### config.mk
export PLATFORM = sky130hd
export DESIGN_NAME = bbcs_step
export DESIGN_NICKNAME = d
export VERILOG_FILES = /design/src/rtl/bbcs_step.sv
export SDC_FILE = /design/constraint.sdc
export NUM_CORES = 1
export LEC_CHECK = 0
export ABC_AREA = 1
export BUFFER_PORTS_ARGS = -buffer_cell sky130_fd_sc_hd__buf_2
export CORE_ASPECT_RATIO = 0.75
export CORE_MARGIN = 4
export CORE_UTILIZATION = 45
export DETAILED_ROUTE_END_ITERATION = 7
export MAX_ROUTING_LAYER = met4
export PLACE_DENSITY = 0.72
export SLEW_MARGIN = 10
export SYNTH_ARGS = -nofsm -noshare
export SYNTH_HDL_FRONTEND = slang
export SYNTH_SLANG_ARGS = --single-unit
### constraint.sdc
create_clock -name vclk -period 11.07
set_clock_uncertainty 0.2 [all_clocks]
set_input_delay 2.7675 -clock vclk [all_inputs]
set_output_delay 2.7675 -clock vclk [all_outputs]
set_load 0.02 [all_outputs]
### src/rtl/bbcs_step.sv
`timescale 1ns / 1ps
module bbcs_step #(
  parameter int PW = 6,
  parameter int TW = 13,
  parameter int IW = 14
) (
  input  logic          backward_i,
  input  logic [IW-1:0] i_i,
  input  logic [PW-1:0] j_i,
  input  logic [PW-1:0] m_i,
  input  logic [TW-1:0] n_i,
  input  logic [PW-1:0] t_i,
  output logic [IW-1:0] next_i_o,
  output logic          fail_o
);

  logic [PW-1:0] lo;
  logic [PW-1:0] step;
  logic [IW-1:0] step_ext;

  always_comb begin
    lo       = backward_i ? (j_i + PW'(1)) : (m_i - j_i);
    step     = (lo > t_i) ? lo : t_i;
    step_ext = IW'(step);
    if (backward_i) begin
      next_i_o = i_i - step_ext;
      fail_o   = step_ext > i_i;
    end else begin
      next_i_o = i_i + step_ext;
      fail_o   = next_i_o >= IW'(n_i);
    end
  end

endmodule

=== Word level (Yosys, flattened, before mapping) ===
Index checks and enable logic that the tools add are counted.

* Multiply operators: 0
* Equality and inequality tests: 0
* Shift-type cells: 0
* Reductions and logical operators: 0
* Mux-type cells: 4
* Add/sub/neg operators: 4
* Divide/modulo/power cells: 0
* Bitwise gates (word level): 0
* Order comparisons: 3

{| class="wikitable"
|+ Operators by type and width
! operator !! number
|-
| 14-bit by 6-bit adder with 14-bit output || 1
|-
| 14-bit by 13-bit >= comparator with 1-bit output || 1
|-
| 6-bit by 14-bit greater-than comparator with 1-bit output || 1
|-
| 14-bit two-way mux || 1
|-
| 14-bit by 6-bit subtractor with 14-bit output || 1
|-
| 6-bit two-way mux || 2
|-
| 6-bit by 1-bit adder with 6-bit output, second input constant || 1
|-
| 6-bit greater-than comparator || 1
|-
| 6-bit subtractor || 1
|-
| 1-bit two-way mux || 1
|}

* RAM bits: 0
* Flip-flop bits (word level): 0
* Logic and storage cells: 11
* Latch bits: 0
* Bits of input ports: 46
* Memory bits (read-only): 0
* Memories kept: 0

=== Longest topological paths before layout ===
Gate-level depths: netlist (run 1).

* Word-level depth: 7
* Mapped depth: 40

=== Worst setup path after synthesis (run 1) ===
No wires, ideal clock.

* Kind: input -> output
* From: input port m_i[0]
* To: output port fail_o
* Data required time: 8.102 ns
* Cell stages on the path: 37
* Data arrival time: 7.368 ns
* Buffers on the path: 0
* Path slack: 0.734 ns
* Cells stage by stage: inv_1 ha_1 inv_1 fa_1 nand2_1 inv_1 or2_2 a21oi_1 xor2_1 nand2_1 nand2_1 inv_1 ha_1 nand2_1 nor2_1 o21ai_0 o211ai_1 nand2_1 o21ai_0 ha_1 inv_1 fa_1 o21ai_2 nand2_1 nand2_1 nand2_2 a21oi_1 inv_1 ha_1 nand2_1 inv_1 a21boi_0 o21bai_1 nor2_1 nand3_1 nand2_1 nand2_1

* Cells in the longest elaborated chain, start to end: 7
* Elaborated cells on any way between the ends: 8
* Those cells by class: 2 x add/sub; 3 x order compare; 3 x mux

{| class="wikitable"
|+ Ends and longest elaborated chain
! element !! line !! text
|-
| from (decl) || 10 || <nowiki>input logic [PW-1:0] m_i,</nowiki>
|-
| 6-bit subtractor * || 22 || <nowiki>lo = backward_i ? (j_i + PW'(1)) : (m_i - j_i);</nowiki>
|-
| 6-bit two-way mux * || 22 ||
|-
| 6-bit greater-than comparator || 23 || <nowiki>step = (lo > t_i) ? lo : t_i;</nowiki>
|-
| 6-bit two-way mux * || 23 ||
|-
| 14-bit by 6-bit adder with 14-bit output || 29 || <nowiki>next_i_o = i_i + step_ext;</nowiki>
|-
| 14-bit by 13-bit >= comparator with 1-bit output || 30 || <nowiki>fail_o = next_i_o >= IW'(n_i);</nowiki>
|-
| 1-bit two-way mux * || 25 || <nowiki>if (backward_i) begin</nowiki>
|-
| to (decl) || 14 || <nowiki>output logic fail_o</nowiki>
|}

Every way passes the cells marked *; elsewhere a longest branch is shown, timed or not.

=== Worst setup path in the final report (run 1) ===
Ends and elaborated chain as after synthesis.

==> run metrics, run 1 <==
HP Class in2out; number of global-route vias before repair 2,035; die height 65.4 um; Post-Syn Area per Cell 5.74 um^2; IO Pins 61; max frequency 92.5 MHz; count of cell types in the netlist 33; clock buf count 0; Core Region 4150 um^2; IR drop worst, VDD 0.0542 mV; Switching Share 60.8%; hold depth 5; Worst Slack Setup Final 263 ps; Pint 0.102 mW; slowest stage cell, crit path fa_2; Clock power frac 0%; post-synthesis simple-gate area fraction 31.5%; total negative setup slack 0 ps; CP Capture Type primary output; die span in x 84.5 um; Worst Setup Start Kind input pin; Psw 0.159 mW; area growth from synthesis to layout 30.2%; Tcrit/Tclk final 97.6%; power per cell area 101 nW/um^2; GRT Util Overall 19.3%; Routed wire per std cell 12.0 um; DIE AREA 5530 um^2; GP Congestion 0.869; yosys warns 0; remaining global-route overflow 0; critical path's most frequent cell nand2_1; vias per inst 4.96; Synth Area in Adders 27.7%; proportion of synthesized area in mux cells 0.507%; CP top delay family adder cells; number of remaining DRC errors 0; global-route wire length before repair 8970 um; CP Class in2out; fin crit period 10,810 ps; pin count of the biggest net entering global routing 26; final slew viol count 0; Hold Startpoint i_i[13]; Max-slew headroom 65.0%; dpl ws -167 ps; I/O Buffers 61; flip-flop and latch count 0; Pleak 1.49 nW; Hold Vio Cnt, Final 0; initial antenna violation count 0; Sequential Area 0 um^2; mapped cell area 1980 um^2; Synth area leaders ha_1 25%, nand2_1 17%, inv_1 13%, xor2_1 6.6%, o21ai_0 6.6%; DRT Wirelength 5570 um; Cells after Synth 344; routed via count 2,306; outcome finished, final reports clean; register area share after synthesis 0%; row count 20; Synth Area in Compound Gates 15.8%; leading area contributor after synthesis ha_1; hold buffers post-CTS 0; total iterations of the first detailed-routing run 5; Worst EP arrival 7840 ps; Max-cap violations 0; fraction of layout cells with a size suffix above 1 28.8%; worst-path fanout max 7; DP Wirelength 4440 um; Hold Path End fail_o; Final Power 0.261 mW; Worst Tran Pin Value 525 ps; Initial Util 47.6%; post-route ant nets 0; final setup fails 0; syn_nets 432; Antenna Cells 0; largest family of logic cells by synthesized area simple AND/OR/NAND/NOR gates; combinational group share of total power 100.0%; share of the synthesized area in the top cell type 24.7%; worst endpoint required time 8100 ps; critical path buffer and inverter count 8; slowest cell delay on critical path 420 ps; initial DRC count 191; sequential power share 0%; XOR/XNOR Fraction of Synth Area 7.54%; nets 500
[cells by family (layout without fill, tap and decap cells)]
| kind of cell | after synthesis | after routing |
|---|---|---|
| adder cells (fa/ha/maj) | 42 | 42 |
| AO/OA/AOI/OAI | 56 | 56 |
| AND/OR/NAND/NOR | 149 | 149 |
| XOR/XNOR | 17 | 17 |
| multiplexers | 1 | 1 |
| buffers and inverters | 79 | 145 |
[per-stage QoR]
stage | utilization (%) | hold WS, ps | instance area (um^2) | std cells
2_1_floorplan | - | 5560 | 1980 | 344
3_3_place_gp | 55.2 | 5780 | 2290 | 454
5_1_grt | 61.9 | 5820 | 2570 | 465
6_report | 61.9 | 5790 | 2570 | 465
4_1_cts | 55.3 | 5780 | 2300 | 454
3_5_place_dp | 55.2 | 5780 | 2290 | 454
[power groups by stage]
stage               Clock [mW]  Combinational (mW)  Sequential [mW]
floorplan                    0               0.163                0
global placement             0               0.216                0
detailed placement           0               0.219                0
CTS                          0               0.221                0
global route                 0               0.292                0
finish                       0               0.261                0
[worst max-delay path by stage]
stage | slack [ps] | from | cells past startpoint | endpoint
6_report | 260 | m_i[0] | 39 | fail_o
5_1_grt | -60 | m_i[0] | 39 | fail_o
4_1_cts | 10 | m_i[0] | 40 | fail_o
3_5_place_dp | -170 | m_i[0] | 39 | fail_o
3_3_place_gp | 30 | m_i[0] | 39 | fail_o
2_1_floorplan | 730 | m_i[0] | 37 | fail_o
[cell type report]
class / count / area, um^2
fill: 444 / 1580
multi-input combinational: 265 / 1830
timing repair buffer: 73 / 402
inverter: 72 / 273
tap: 55 / 68.8
[what timing repair did]
item,CTS,global route
pin swaps,0,24
gates resized for setup,3,50
endpoints found under the setup margin,1,1
buffers inserted,0,12
[per-layer routing]
metal	global-route usage (%)	vias up	wire (um)
li1	-	1223	-
met5	-	-	0
met1	29.4	996	2800
met2	30.0	85	2390
met3	0.376	2	358
met4	0.593	0	18
[cell usage after synthesis, types with 3 or more instances]
master	instances
nor2_1	28
ha_1	39
xor2_1	15
nand3_1	17
o21ai_0	26
buf_6	5
fa_1	3
nor3_1	3
a21oi_1	16
inv_1	70
o22ai_1	3
nand2_1	90
[worst min-delay path, stage by stage]
cell,delay [ps]
buf_2,90
inv_1,70
nand3_1,100
nand2_1,60
buf_6,130
[cell usage in the layout (no fill, tap or decap), drive strengths merged]
| cell type | Yosys | layout |
|---|---|---|
| o21bai | 1 | 1 |
| a21oi | 16 | 16 |
| a21boi | 1 | 1 |
| inv | 72 | 72 |
| fa | 3 | 3 |
| or2 | 3 | 3 |
| xnor2 | 2 | 2 |
| buf | 5 | 73 |
| nand4 | 2 | 2 |
| a211oi | 1 | 1 |
| o21ai | 28 | 28 |
| nand2 | 91 | 91 |
| a31oi | 1 | 1 |
| nor2 | 28 | 28 |
| o31ai | 1 | 1 |
| xor2 | 15 | 15 |
| a31o | 1 | 1 |
| o211ai | 2 | 2 |
| nor3 | 5 | 5 |
| o22ai | 3 | 3 |
| ha | 39 | 39 |
| nand3 | 18 | 18 |
| o2111ai | 1 | 1 |
| nor4 | 2 | 2 |
| mux2i | 1 | 1 |
Power figures use the tool's default switching activity.
==> run 2, diff against run 1 <==
--- a/config.mk
+++ b/config.mk
@@ -12,7 +12,7 @@
 export CORE_UTILIZATION = 45
 export DETAILED_ROUTE_END_ITERATION = 7
 export MAX_ROUTING_LAYER = met4
-export PLACE_DENSITY = 0.72
+export PLACE_DENSITY_LB_ADDON = 0.2
 export SLEW_MARGIN = 10
 export SYNTH_ARGS = -nofsm -noshare
 export SYNTH_HDL_FRONTEND = slang
==> run metrics, run 2 (same netlist as run 1, synthesis figures left out) <==
GRT Util Overall 18.4% (-0.85 points); Sequential Area 0 um^2 (unchanged); row count 20 (unchanged); area growth from synthesis to layout 28.8%; Max Used Layer met4; worst setup path end fail_o; Initial Util 47.6% (unchanged); Max-cap violations 0 (unchanged); fraction of layout cells with a size suffix above 1 27.8% (-0.98 points); sequential power share 0% (unchanged); critical path's most frequent cell inv_1; Fillers 407 (-8.3%); DIE AREA 5530 um^2 (unchanged); I/O Buffers 61 (unchanged); HP Class in2out; Clock power frac 0% (unchanged); Worst Tran Pin Value 489 ps (-36.0 ps); most common cell after layout, fill and taps aside nand2_1; Worst Setup Start Kind input pin; Pint 0.101 mW (-1.3%); Worst Slack Setup Final 415 ps (+153 ps); Core Region 4150 um^2 (unchanged); IO Pins 61 (unchanged); Worst EP arrival 7690 ps (-150 ps); slowest cell delay on critical path 370 ps (-50 ps); max frequency 93.9 MHz (+1.4%); initial DRC count 130 (-32%); total iterations of the first detailed-routing run 5 (unchanged); total negative setup slack 0 ps (unchanged); final slew viol count 0 (unchanged); dpl ws -103 ps (+63.9 ps); routed wire length on met2 2330 um (-2.4%); Max-slew headroom 67.4% (+2.4 points); DRT Wirelength 5250 um (-5.7%); Tcrit/Tclk final 96.3% (-1.4 points); CP Capture Type primary output; WL met3 367 um (+2.5%); remaining global-route overflow 0 (unchanged); most frequent cells in the layout 85 x nand2_1, 69 x inv_1, 60 x buf_2; clock buf count 0 (unchanged); nets 500 (unchanged); Hold Startpoint i_i[13]; hold buffers post-CTS 0 (unchanged); worst endpoint required time 8100 ps (about the same); Switching Share 60.6% (-0.21 points); die height 65.4 um (unchanged); outcome finished, final reports clean; final setup fails 0 (unchanged); number of global-route vias before repair 2,112 (+3.8%); Pleak 1.50 nW (+0.94%); M1 wire length 2530 um (-9.6%); initial antenna violation count 0 (unchanged); post-route ant nets 0 (unchanged); vias per inst 4.90 (-1.2%); die span in x 84.5 um (unchanged); flip-flop and latch count 0 (unchanged); number of remaining DRC errors 0 (unchanged); Hold Vio Cnt, Final 0 (unchanged); Routed wire per std cell 11.3 um (-5.7%); GP Congestion 0.981 (+13%); area of the multi-input gates 1800 um^2 (-1.5%); global-route wire length before repair 8660 um (-3.5%); pin count of the biggest net entering global routing 25 (-3.8%); fin crit period 10,650 ps (-153 ps); power per cell area 101 nW/um^2 (-0.78%); routed via count 2,279 (-1.2%); Psw 0.155 mW (-2.2%); IR drop worst, VDD 0.0763 mV (+41%); worst-path fanout max 7 (unchanged); worst setup path startpoint m_i[0]; DP Wirelength 4410 um (-0.53%); Antenna Cells 0 (unchanged); combinational group share of total power 100.0% (about the same); CP Class in2out; slowest stage cell, crit path fa_2
## run 2: cell counts in the layout (fill, tap and decap cells not counted)
No cell type changed its count.
## run 2: final cells by class
type                       instances  area share [%]
inverter                          72            10.7
multi-input combinational        265            70.8
tap                               55            2.70
timing repair buffer              73            15.8
## run 2: worst min-delay path by stage
stage	end	slack, ps	depth (start not counted)
CTS	fail_o	5780	5
finish	fail_o	5770	5
detailed placement	fail_o	5780	5
global route	fail_o	5820	5
floorplan	next_i_o[8]	5560	2
global placement	fail_o	5780	5
## run 2: routing by layer
metal / vias to the layer above / global-route usage, %
li1: 1225 / -
met1: 989 / 25.3
met2: 63 / 31.3
met3: 2 / 1.50
met4: 0 / 1.19
met5: - / -
## run 2: power groups by stage
stage	clock network (mW)	logic [mW]	registers, mW
5_1_grt	0	0.289	0
4_1_cts	0	0.223	0
3_3_place_gp	0	0.216	0
2_1_floorplan	0	0.163	0
3_5_place_dp	0	0.221	0
6_report	0	0.256	0
## run 2: timing repair
action                                  in CTS  in global routing
endpoints found under the setup margin       1                  1
resized for setup                            2                 45
pin swaps                                    0                 22
setup buffers                                0                  9
## run 2: through the flow
stage	util, %	cells	power (mW)	hold WS (ps)	instance area [um^2]
2_1_floorplan	-	344	0.163	5560	1980
3_3_place_gp	55.6	456	0.216	5780	2310
3_5_place_dp	55.6	456	0.221	5780	2310
4_1_cts	55.7	456	0.223	5780	2310
5_1_grt	61.3	465	0.289	5820	2540
6_report	61.3	465	0.256	5770	2540
## run 2: critical path: cells and delay by family
kind	cells	cell delay (ps)
adders and majority gates	6	1570
and+or+nand+nor	15	1530
AOI/OAI and AO/OA	8	1080
buffers and inverters	9	580
xor gates and xnor gates	1	160
