**src/rtl/bbcs_ram.sv**
```systemverilog
`timescale 1ns / 1ps
module bbcs_ram #(
  parameter int WIDTH = 8,
  parameter int DEPTH = 16,
  localparam int AW = (DEPTH > 1) ? $clog2(DEPTH) : 1
) (
  input  logic             clk_i,
  input  logic             we_i,
  input  logic [AW-1:0]    waddr_i,
  input  logic [WIDTH-1:0] wdata_i,
  input  logic [AW-1:0]    raddr_i,
  output logic [WIDTH-1:0] rdata_o
);

  logic [WIDTH-1:0] mem_q [DEPTH];
  logic [WIDTH-1:0] rdata_q;

  always_ff @(posedge clk_i) begin
    if (we_i) begin
      mem_q[waddr_i] <= wdata_i;
    end
    rdata_q <= mem_q[raddr_i];
  end

  assign rdata_o = rdata_q;

endmodule

```
**config.mk**
```make
export PLATFORM = sky130hd
export DESIGN_NAME = bbcs_ram
export DESIGN_NICKNAME = d
export VERILOG_FILES = /design/src/rtl/bbcs_ram.sv
export SDC_FILE = /design/constraint.sdc
export NUM_CORES = 1
export LEC_CHECK = 0
export BUFFER_PORTS_ARGS = -buffer_cell sky130_fd_sc_hd__buf_2
export CAP_MARGIN = 10
export CORE_MARGIN = 2
export CORE_UTILIZATION = 35
export CTS_CLUSTER_SIZE = 10
export DETAILED_ROUTE_END_ITERATION = 7
export GPL_ROUTABILITY_DRIVEN = 1
export HOLD_SLACK_MARGIN = 0.03
export SYNTH_ARGS = -nofsm -noshare
export SYNTH_HDL_FRONTEND = slang
export SYNTH_SLANG_ARGS = --single-unit
```
**constraint.sdc**
```tcl
create_clock -name clk_i -period 2.15 [get_ports clk_i]
set_clock_uncertainty 0.15 [all_clocks]
set_input_delay 0.215 -clock clk_i [delete_from_list [all_inputs] [get_ports clk_i]]
set_output_delay 0.215 -clock clk_i [all_outputs]
set_load 0.01 [all_outputs]
```
After elaboration in Yosys (flattened, before gate mapping)
Memory sizes are Yosys's and may differ from the RTL's. A register that Yosys moved wholly into a read port is not among the register bits.
Cells that the tools add are included.
Operators by class
  mux-type cells: 2
Operators with widths (number)
  1-bit two-way mux: 2
Storage, ports and cells
  word-level logic and storage cells: 3
  bits in registers: 0
  RAM bits: 128
  output and inout port bits: 8
  memories kept: 1
  input port bits: 18
Memories
  mem_q: depth 16, bits a word 8, read ports 1, clocked after memory_dff 1, wr ports 1, line 15  | logic [WIDTH-1:0] mem_q [DEPTH];

Longest topological paths before layout
Gate-level depths: netlist (run 1).
  word-level depth: 2
  mapped depth: 5
  depth with buffers taken out: 3

Worst setup path after synthesis (run 1)
No wires, ideal clock.
  path type: in2reg
  from: input port waddr_i[2]
  to: memory mem_q[0][0], enable pin
  library setup time: 0.383 ns
  required time: 1.617 ns
  data arrival time: 1.325 ns
  stages: 2
  slack: 0.292 ns
  buffers on the path: 0
  path through: or3b_2 nor3_1
RTL lines
  start: declaration: line 9  | input logic [AW-1:0] waddr_i,
  end: declaration: line 15
Straight into the memory's write port.

==> Implementation_results.wiki, run 1 <==
{| class="wikitable"
! Metric !! Value
|-
| Leak || 2.11 nW
|-
| Largest vdd supply drop || 0.542 mV
|-
| DR vias/cell || 4.94
|-
| Power per Cell Area || 989 nW/um^2
|-
| Gr usage total || 0.131
|-
| Die area || 15,700 um^2
|-
| Mean cell area of the mapped netlist || 22.5 um^2
|-
| Element type at the critical path start || flop
|-
| Worst setup slack after layout || 0.705 ns
|-
| Width of the chip || 125 um
|-
| Fraction of final layout cells with drive strength greater than 1 || 0.321
|-
| Logic gate share of total power || 0.045
|-
| Summed instance area of the synthesized netlist || 5150 um^2
|-
| Critical path start-end classification || flop to flop
|-
| Share of the synthesized area in the top cell type || 0.747
|-
| Buffer type at the clock tree root || sky130_fd_sc_hd__clkbuf_16
|-
| Synth Area in Adders || 0
|-
| Share of power burned in registers || 0.485
|-
| XOR/XNOR Fraction of Synth Area || 0
|-
| Count of different cell masters after synthesis || 19
|-
| Cell types occupying the most area after synthesis || sky130_fd_sc_hd__edfxtp_1, sky130_fd_sc_hd__mux4_2, sky130_fd_sc_hd__mux4_1
|-
| Total wire length || 9.52 mm
|-
| Worst relative slew slack || 0.741
|-
| Share of the core filled with cells in the final layout || 0.431
|-
| Net load switching power || 1.21 mW
|-
| Initial Utilization || 0.357
|-
| Remaining number of nets flagged by the antenna check after routing || 0
|-
| Area added between synthesis and finish || 20.8%
|-
| Leading cell type in the layout, fill and taps excluded || sky130_fd_sc_hd__edfxtp_1
|-
| Number of buffers between clock root and the deepest sink || 2
|-
| Result of the run || complete, no violations
|-
| Crit share post-route || 0.672
|-
| Insertion delay of the later-clocked pin in the worst-skew pair || 0.41 ns
|-
| Required time at the worst-slack endpoint || 2.28 ns
|-
| Power share of the clock group || 0.469
|-
| Sequential element share of the synthesized area || 0.778
|-
| Worst slack, placed || 0.301 ns
|-
| Filler instances || 1,270
|-
| Maximum fanout along the worst path || 1
|-
| Setup repair after global routing missed its margin || no
|-
| Vias after detailed routing || 2,391
|-
| Final layout net count || 304
|-
| Yosys reg bits || 136
|-
| Port buffer count || 25
|-
| Total of max-cap violations || 0
|-
| Setup TNS Final || 0 ns
|-
| Share of the synthesized area in compound gates (AO/OA/AOI/OAI) || 0.0233
|-
| Via count of the first global-routing pass || 2,611
|-
| Footprint of the multi-input gates || 1060 um^2
|-
| Final worst path period need || 1.45 ns
|-
| Vertical die dimension || 125 um
|-
| H-tree Lvls || 4
|-
| Count of routing violations after the opening detailed-route iteration || 185
|-
| # clock sinks || 136
|-
| Net count after synthesis || 247
|-
| Final hold viol count || 0
|-
| Resized cells post-CTS || 0
|-
| First drt pass iteration count || 4
|-
| Internal power consumption || 4.94 mW
|-
| Critical path arrival || 1.57 ns
|-
| Gate Count Post-Synth || 229
|-
| Least-Margin Pin Slew || 0.388 ns
|-
| Switching part of the total || 0.197
|-
| Pin count of the biggest net entering global routing || 33
|-
| Wire length of the first global-routing pass || 15.1 mm
|-
| Dominant combinational cell family by area after synthesis || multiplexers
|-
| Remaining DRCs || 0
|-
| Warning count from the yosys run || 0
|-
| Maximum operating frequency || 692 MHz
|-
| Share of synthesized cell area in and, or, nand and nor gates || 0.0318
|-
| Global placer's final weighted congestion || 0.704
|-
| Post-DP HPWL || 6.34 mm
|-
| Dominant cell type by area after synthesis || sky130_fd_sc_hd__edfxtp_1
|-
| Global route total overflow || 0
|-
| Finish-stage setup viols || 0
|-
| # rows || 44
|-
| Core area || 14,400 um^2
|-
| Multiplexer area fraction after synthesis || 0.150
|-
| Commonest non-fill, non-tap cells in the layout || sky130_fd_sc_hd__edfxtp_1, sky130_fd_sc_hd__buf_2, sky130_fd_sc_hd__buf_4, sky130_fd_sc_hd__mux4_2, sky130_fd_sc_hd__clkbuf_16
|-
| CTS tree || done
|-
| Fin. max-slew vios || 0
|-
| CTS buffer count || 17
|-
| Initial antenna violation count || 0
|-
| Wire length per cell after detailed routing || 19.7 um
|-
| Num ports || 26
|-
| Clock-pin slew reported for the worst setup and hold paths after clock tree synthesis || 0.06 ns
|-
| Capturing element type of the critical path || flop
|-
| Combined flip-flop and latch cell area || 4000 um^2
|-
| Worst min-delay path category || primary input to flop
|}
[Yosys cell counts]
master	n
sky130_fd_sc_hd__mux4_1	14
sky130_fd_sc_hd__nor3_1	4
sky130_fd_sc_hd__edfxtp_1	128
sky130_fd_sc_hd__clkdlybuf4s25_2	3
sky130_fd_sc_hd__mux4_2	18
sky130_fd_sc_hd__nor2b_1	1
sky130_fd_sc_hd__buf_4	1
sky130_fd_sc_hd__or3b_2	1
sky130_fd_sc_hd__nand3b_1	2
sky130_fd_sc_hd__nand3_1	1
sky130_fd_sc_hd__a22oi_1	16
sky130_fd_sc_hd__buf_2	3
sky130_fd_sc_hd__dfxtp_1	8
sky130_fd_sc_hd__and2_1	1
sky130_fd_sc_hd__nand2_1	9
sky130_fd_sc_hd__and2b_1	1
sky130_fd_sc_hd__nor2_1	13
sky130_fd_sc_hd__nand2b_1	2
sky130_fd_sc_hd__buf_6	3
[final cells by class]
class	instances	share of cell area
Antenna cell	1	0.000402
Clock buffer	20	0.0718
Clock inverter	12	0.0244
Multi-Input combinational cell	83	0.170
Sequential cell	136	0.644
Tap cell	184	0.0370
Timing Repair Buffer	48	0.0523
[power groups by stage]
stage	combinational, mW	sequential (mW)	clock [mW]
after global placement	0.281	3.04	0
after detailed placement	0.286	3.04	0
final	0.279	2.98	2.88
after floorplan	0.150	3.04	0
after CTS	0.287	2.98	2.93
after global routing	0.306	2.99	3.05
[worst max-delay path, cell delays in order, from the launching register on]
cell	delay (ns)
sky130_fd_sc_hd__edfxtp_1	0.35
sky130_fd_sc_hd__mux4_1	0.48
sky130_fd_sc_hd__a22oi_1	0.22
sky130_fd_sc_hd__nand2_1	0.11
[cells by family after synthesis]
kind of cell	after synthesis
flip-flops	136
multiplexers	32
AND/OR/NAND/NOR	35
buffers and inverters	10
AO/OA/AOI/OAI	16
[state kept, by name (all words and copies together), names as in the netlist]
| signal | cells |
|---|---|
| mem_q | 128 |
| rdata_o | 8 |
[metrics by stage]
stage               power, mW  cell area [um^2]  std cells  hold slack, ns
finish                   6.15              6220        484          0.0443
global route             6.34              6210        483          0.0388
CTS                      6.20              6210        483          0.0364
detailed placement       3.32              5610        450           0.464
global placement         3.32              5610        450           0.458
floorplan                3.19              5150        229           0.164
[final timing paths]
path | startpoint | end | slack, ns | depth (start not counted)
max | mem_q[10][4] | rdata_o[4] | 0.70 | 3
min | wdata_i[4] | mem_q[14][4] | 0.04 | 1
max reg2reg | mem_q[10][4] | rdata_o[4] | 0.70 | 3
min reg2reg | mem_q[15][3] | rdata_o[3] | 0.52 | 3
[per-layer routing]
layer / share of wire / vias up / GRT usage
met3: 0.045 / 4 / 0.0471
met2: 0.49 / 51 / 0.205
met1: 0.46 / 1250 / 0.176
met5: 0 / - / 0
met4: 0.0040 / 0 / 0.0353
li1: - / 1086 / -
[what timing repair did]
action                     CTS  global route
buffers inserted             0             0
hold buffers                 1             0
setup endpoints to repair    0             0
hold endpoints to repair     6             0
Power figures use the tool's default switching activity.
==> run 2: changes to the inputs <==
==> constraint.sdc (replaced) <==
create_clock -name clk_i -period 1.27 [get_ports clk_i]
set_clock_uncertainty 0.15 [all_clocks]
set_input_delay 0.127 -clock clk_i [delete_from_list [all_inputs] [get_ports clk_i]]
set_output_delay 0.127 -clock clk_i [all_outputs]
set_load 0.01 [all_outputs]
==> run 2 against run 1 <==
Compared with the run above: design area up 5.6%; sequential share of layout area down 3.4 points; global-route usage up 1.4 points; sequential cell count unchanged; hold slack better by 0.072 ns; the flow now finishes with violations (setup timing); maximum frequency up 3.2%.
==> Implementation_results.wiki, run 2 (synthesis results as in run 1) <==
{| class="wikitable"
! Metric !! Value
|-
| DR vias/cell || 4.97
|-
| CTS buffer count || 17
|-
| Worst hold path startpoint || raddr_i[1]
|-
| Critical path start-end classification || flop to flop
|-
| Number of cell instances on the worst register-to-register path || 3
|-
| Worst hold slack || 0.117 ns
|-
| Total of max-cap violations || 0
|-
| Commonest non-fill, non-tap cells in the layout || sky130_fd_sc_hd__edfxtp_1, sky130_fd_sc_hd__mux4_2, sky130_fd_sc_hd__buf_4, sky130_fd_sc_hd__buf_2, sky130_fd_sc_hd__clkbuf_16
|-
| Worst r2r src || mem_q[0][7]
|-
| Largest vdd supply drop || 1.00 mV
|-
| Worst R2R Setup Slack || -0.13 ns
|-
| # rows || 44
|-
| Number of standard cells in the layout, taps in and fillers out || 510
|-
| Post-DP HPWL || 7.11 mm
|-
| Critical path, cell by cell || mux4_2 > a22oi_2 > nand2_1
|-
| Crit Reg-Reg Endpoint || rdata_o[7]
|-
| Leak || 2.21 nW
|-
| Crit share post-route || 1.10
|-
| Core area || 14,400 um^2
|-
| Critical path arrival || 1.55 ns
|-
| Num ports || 26
|-
| Least-Margin Pin Slew || 0.956 ns
|-
| Total instance count after detailed placement || 470
|-
| Element type at the critical path start || flop
|-
| Worst relative slew slack || 0.361
|-
| Wire length per cell after detailed routing || 20.9 um
|-
| Die area || 15,700 um^2
|-
| Maximum operating frequency || 714 MHz
|-
| Initial antenna violation count || 0
|-
| Buffer type at the clock tree root || sky130_fd_sc_hd__clkbuf_16
|-
| Setup repair after global routing missed its margin || yes
|-
| Gr usage total || 0.145
|-
| Finish-stage setup viols || 8
|-
| Count of routing violations after the opening detailed-route iteration || 200
|-
| Critical-path top delay cell || sky130_fd_sc_hd__mux4_2
|-
| Total wire length || 10.7 mm
|-
| Violated checks || setup timing
|-
| Worst min-delay path category || primary input to flop
|-
| Power per Cell Area || 1570 nW/um^2
|-
| Fin. max-slew vios || 0
|-
| Leading cell type in the layout, fill and taps excluded || sky130_fd_sc_hd__edfxtp_1
|-
| Required time at the worst-slack endpoint || 1.42 ns
|-
| Worst setup slack after layout || -0.131 ns
|-
| Remaining DRCs || 0
|-
| First drt pass iteration count || 4
|-
| Hold Crit Endpoint || rdata_o[6]
|-
| Top cell family by delay on the critical path || multiplexers
|-
| Vertical die dimension || 125 um
|-
| # clock sinks || 136
|-
| Area added between synthesis and finish || 27.5%
|-
| H-tree Lvls || 4
|-
| Maximum fanout along the worst path || 1
|-
| Remaining number of nets flagged by the antenna check after routing || 0
|-
| Vias after detailed routing || 2,533
|-
| Global route total overflow || 0
|-
| Global placer's final weighted congestion || 0.761
|-
| Port buffer count || 25
|-
| Via count of the first global-routing pass || 2,646
|-
| Number of flip-flops in the largest register || 128
|-
| Biggest cell delay along the critical path || 0.48 ns
|-
| Number of buffers between clock root and the deepest sink || 2
|-
| Bufs and invs on worst path || 0
|-
| Result of the run || complete, but fails checks
|-
| Diodes inserted || 0
|-
| Width of the chip || 125 um
|-
| Clock-pin slew reported for the worst setup and hold paths after clock tree synthesis || 0.06 ns
|-
| Number of buffers added for setup after CTS || 0
|-
| Largest Register || mem_q
|-
| Final hold viol count || 0
|-
| Final worst path period need || 1.40 ns
|-
| Fraction of final layout cells with drive strength greater than 1 || 0.448
|-
| Insertion delay of the later-clocked pin in the worst-skew pair || 0.41 ns
|-
| Final layout net count || 331
|-
| Wire length of the first global-routing pass || 16.2 mm
|-
| Initial Utilization || 0.357
|-
| Capturing element type of the critical path || flop
|-
| CTS tree || done
|-
| Hold path depth || 4
|-
| Pin count of the biggest net entering global routing || 17
|}
[run 2: layout make-up]
cell class | count | area [um^2]
fill | 1230 | 7860
sequential | 136 | 4000
multi-input combinational | 83 | 1110
timing repair buffer | 75 | 658
clock buffer | 18 | 429
tap | 184 | 230
clock inverter | 14 | 131
[run 2: stage by stage]
stage	setup TNS (ns)	worst slack [ns]	area (um^2)	power [mW]	utilization
floorplan	-1.65	-0.140	5180	5.43	-
global placement	-23.14	-0.424	5870	5.71	0.407
detailed placement	-24.56	-0.437	5870	5.72	0.407
CTS	-0.974	-0.155	6550	10.4	0.454
global route	-1.21	-0.175	6560	10.6	0.455
finish	-0.896	-0.131	6560	10.3	0.455
[run 2: worst register-to-register path: cells and delay by family, from the launching register on]
kind             cells  cell delay, ns
AO/OA/AOI/OAI        1            0.21
flip-flops           1            0.37
multiplexers         1            0.48
AND/OR/NAND/NOR      1            0.08
[run 2: report_power, final]
| part | internal, mW | switching (mW) | total, mW |
|---|---|---|---|
| combinational | 0.294 | 0.316 | 0.610 |
| clock | 2.85 | 1.78 | 4.64 |
| sequential | 5.02 | 0.0323 | 5.05 |
[run 2: worst max-delay path by stage]
stage | from | endpoint | slack [ns] | cells past startpoint
after global routing | mem_q[7][4] | rdata_o[4] | -0.18 | 3
after CTS | mem_q[11][6] | rdata_o[6] | -0.15 | 3
after global placement | raddr_i[0] | rdata_o[7] | -0.42 | 6
after detailed placement | raddr_i[0] | rdata_o[7] | -0.44 | 6
after floorplan | waddr_i[2] | mem_q[0][0] | -0.14 | 2
final | mem_q[0][7] | rdata_o[7] | -0.13 | 3
[run 2: what timing repair did]
item                                    CTS  global route
hold buffers                              8             0
pin swaps                                 5             3
resized for setup                         9             3
endpoints found under the setup margin    8             8
hold endpoints to repair                128             0
[run 2: metal layers]
metal | GRT usage | part of all wire | vias to the layer above
met5 | 0 | 0 | -
met4 | 0.0510 | 0.012 | 0
met3 | 0.0424 | 0.043 | 10
met2 | 0.214 | 0.47 | 64
met1 | 0.207 | 0.47 | 1333
li1 | - | - | 1126
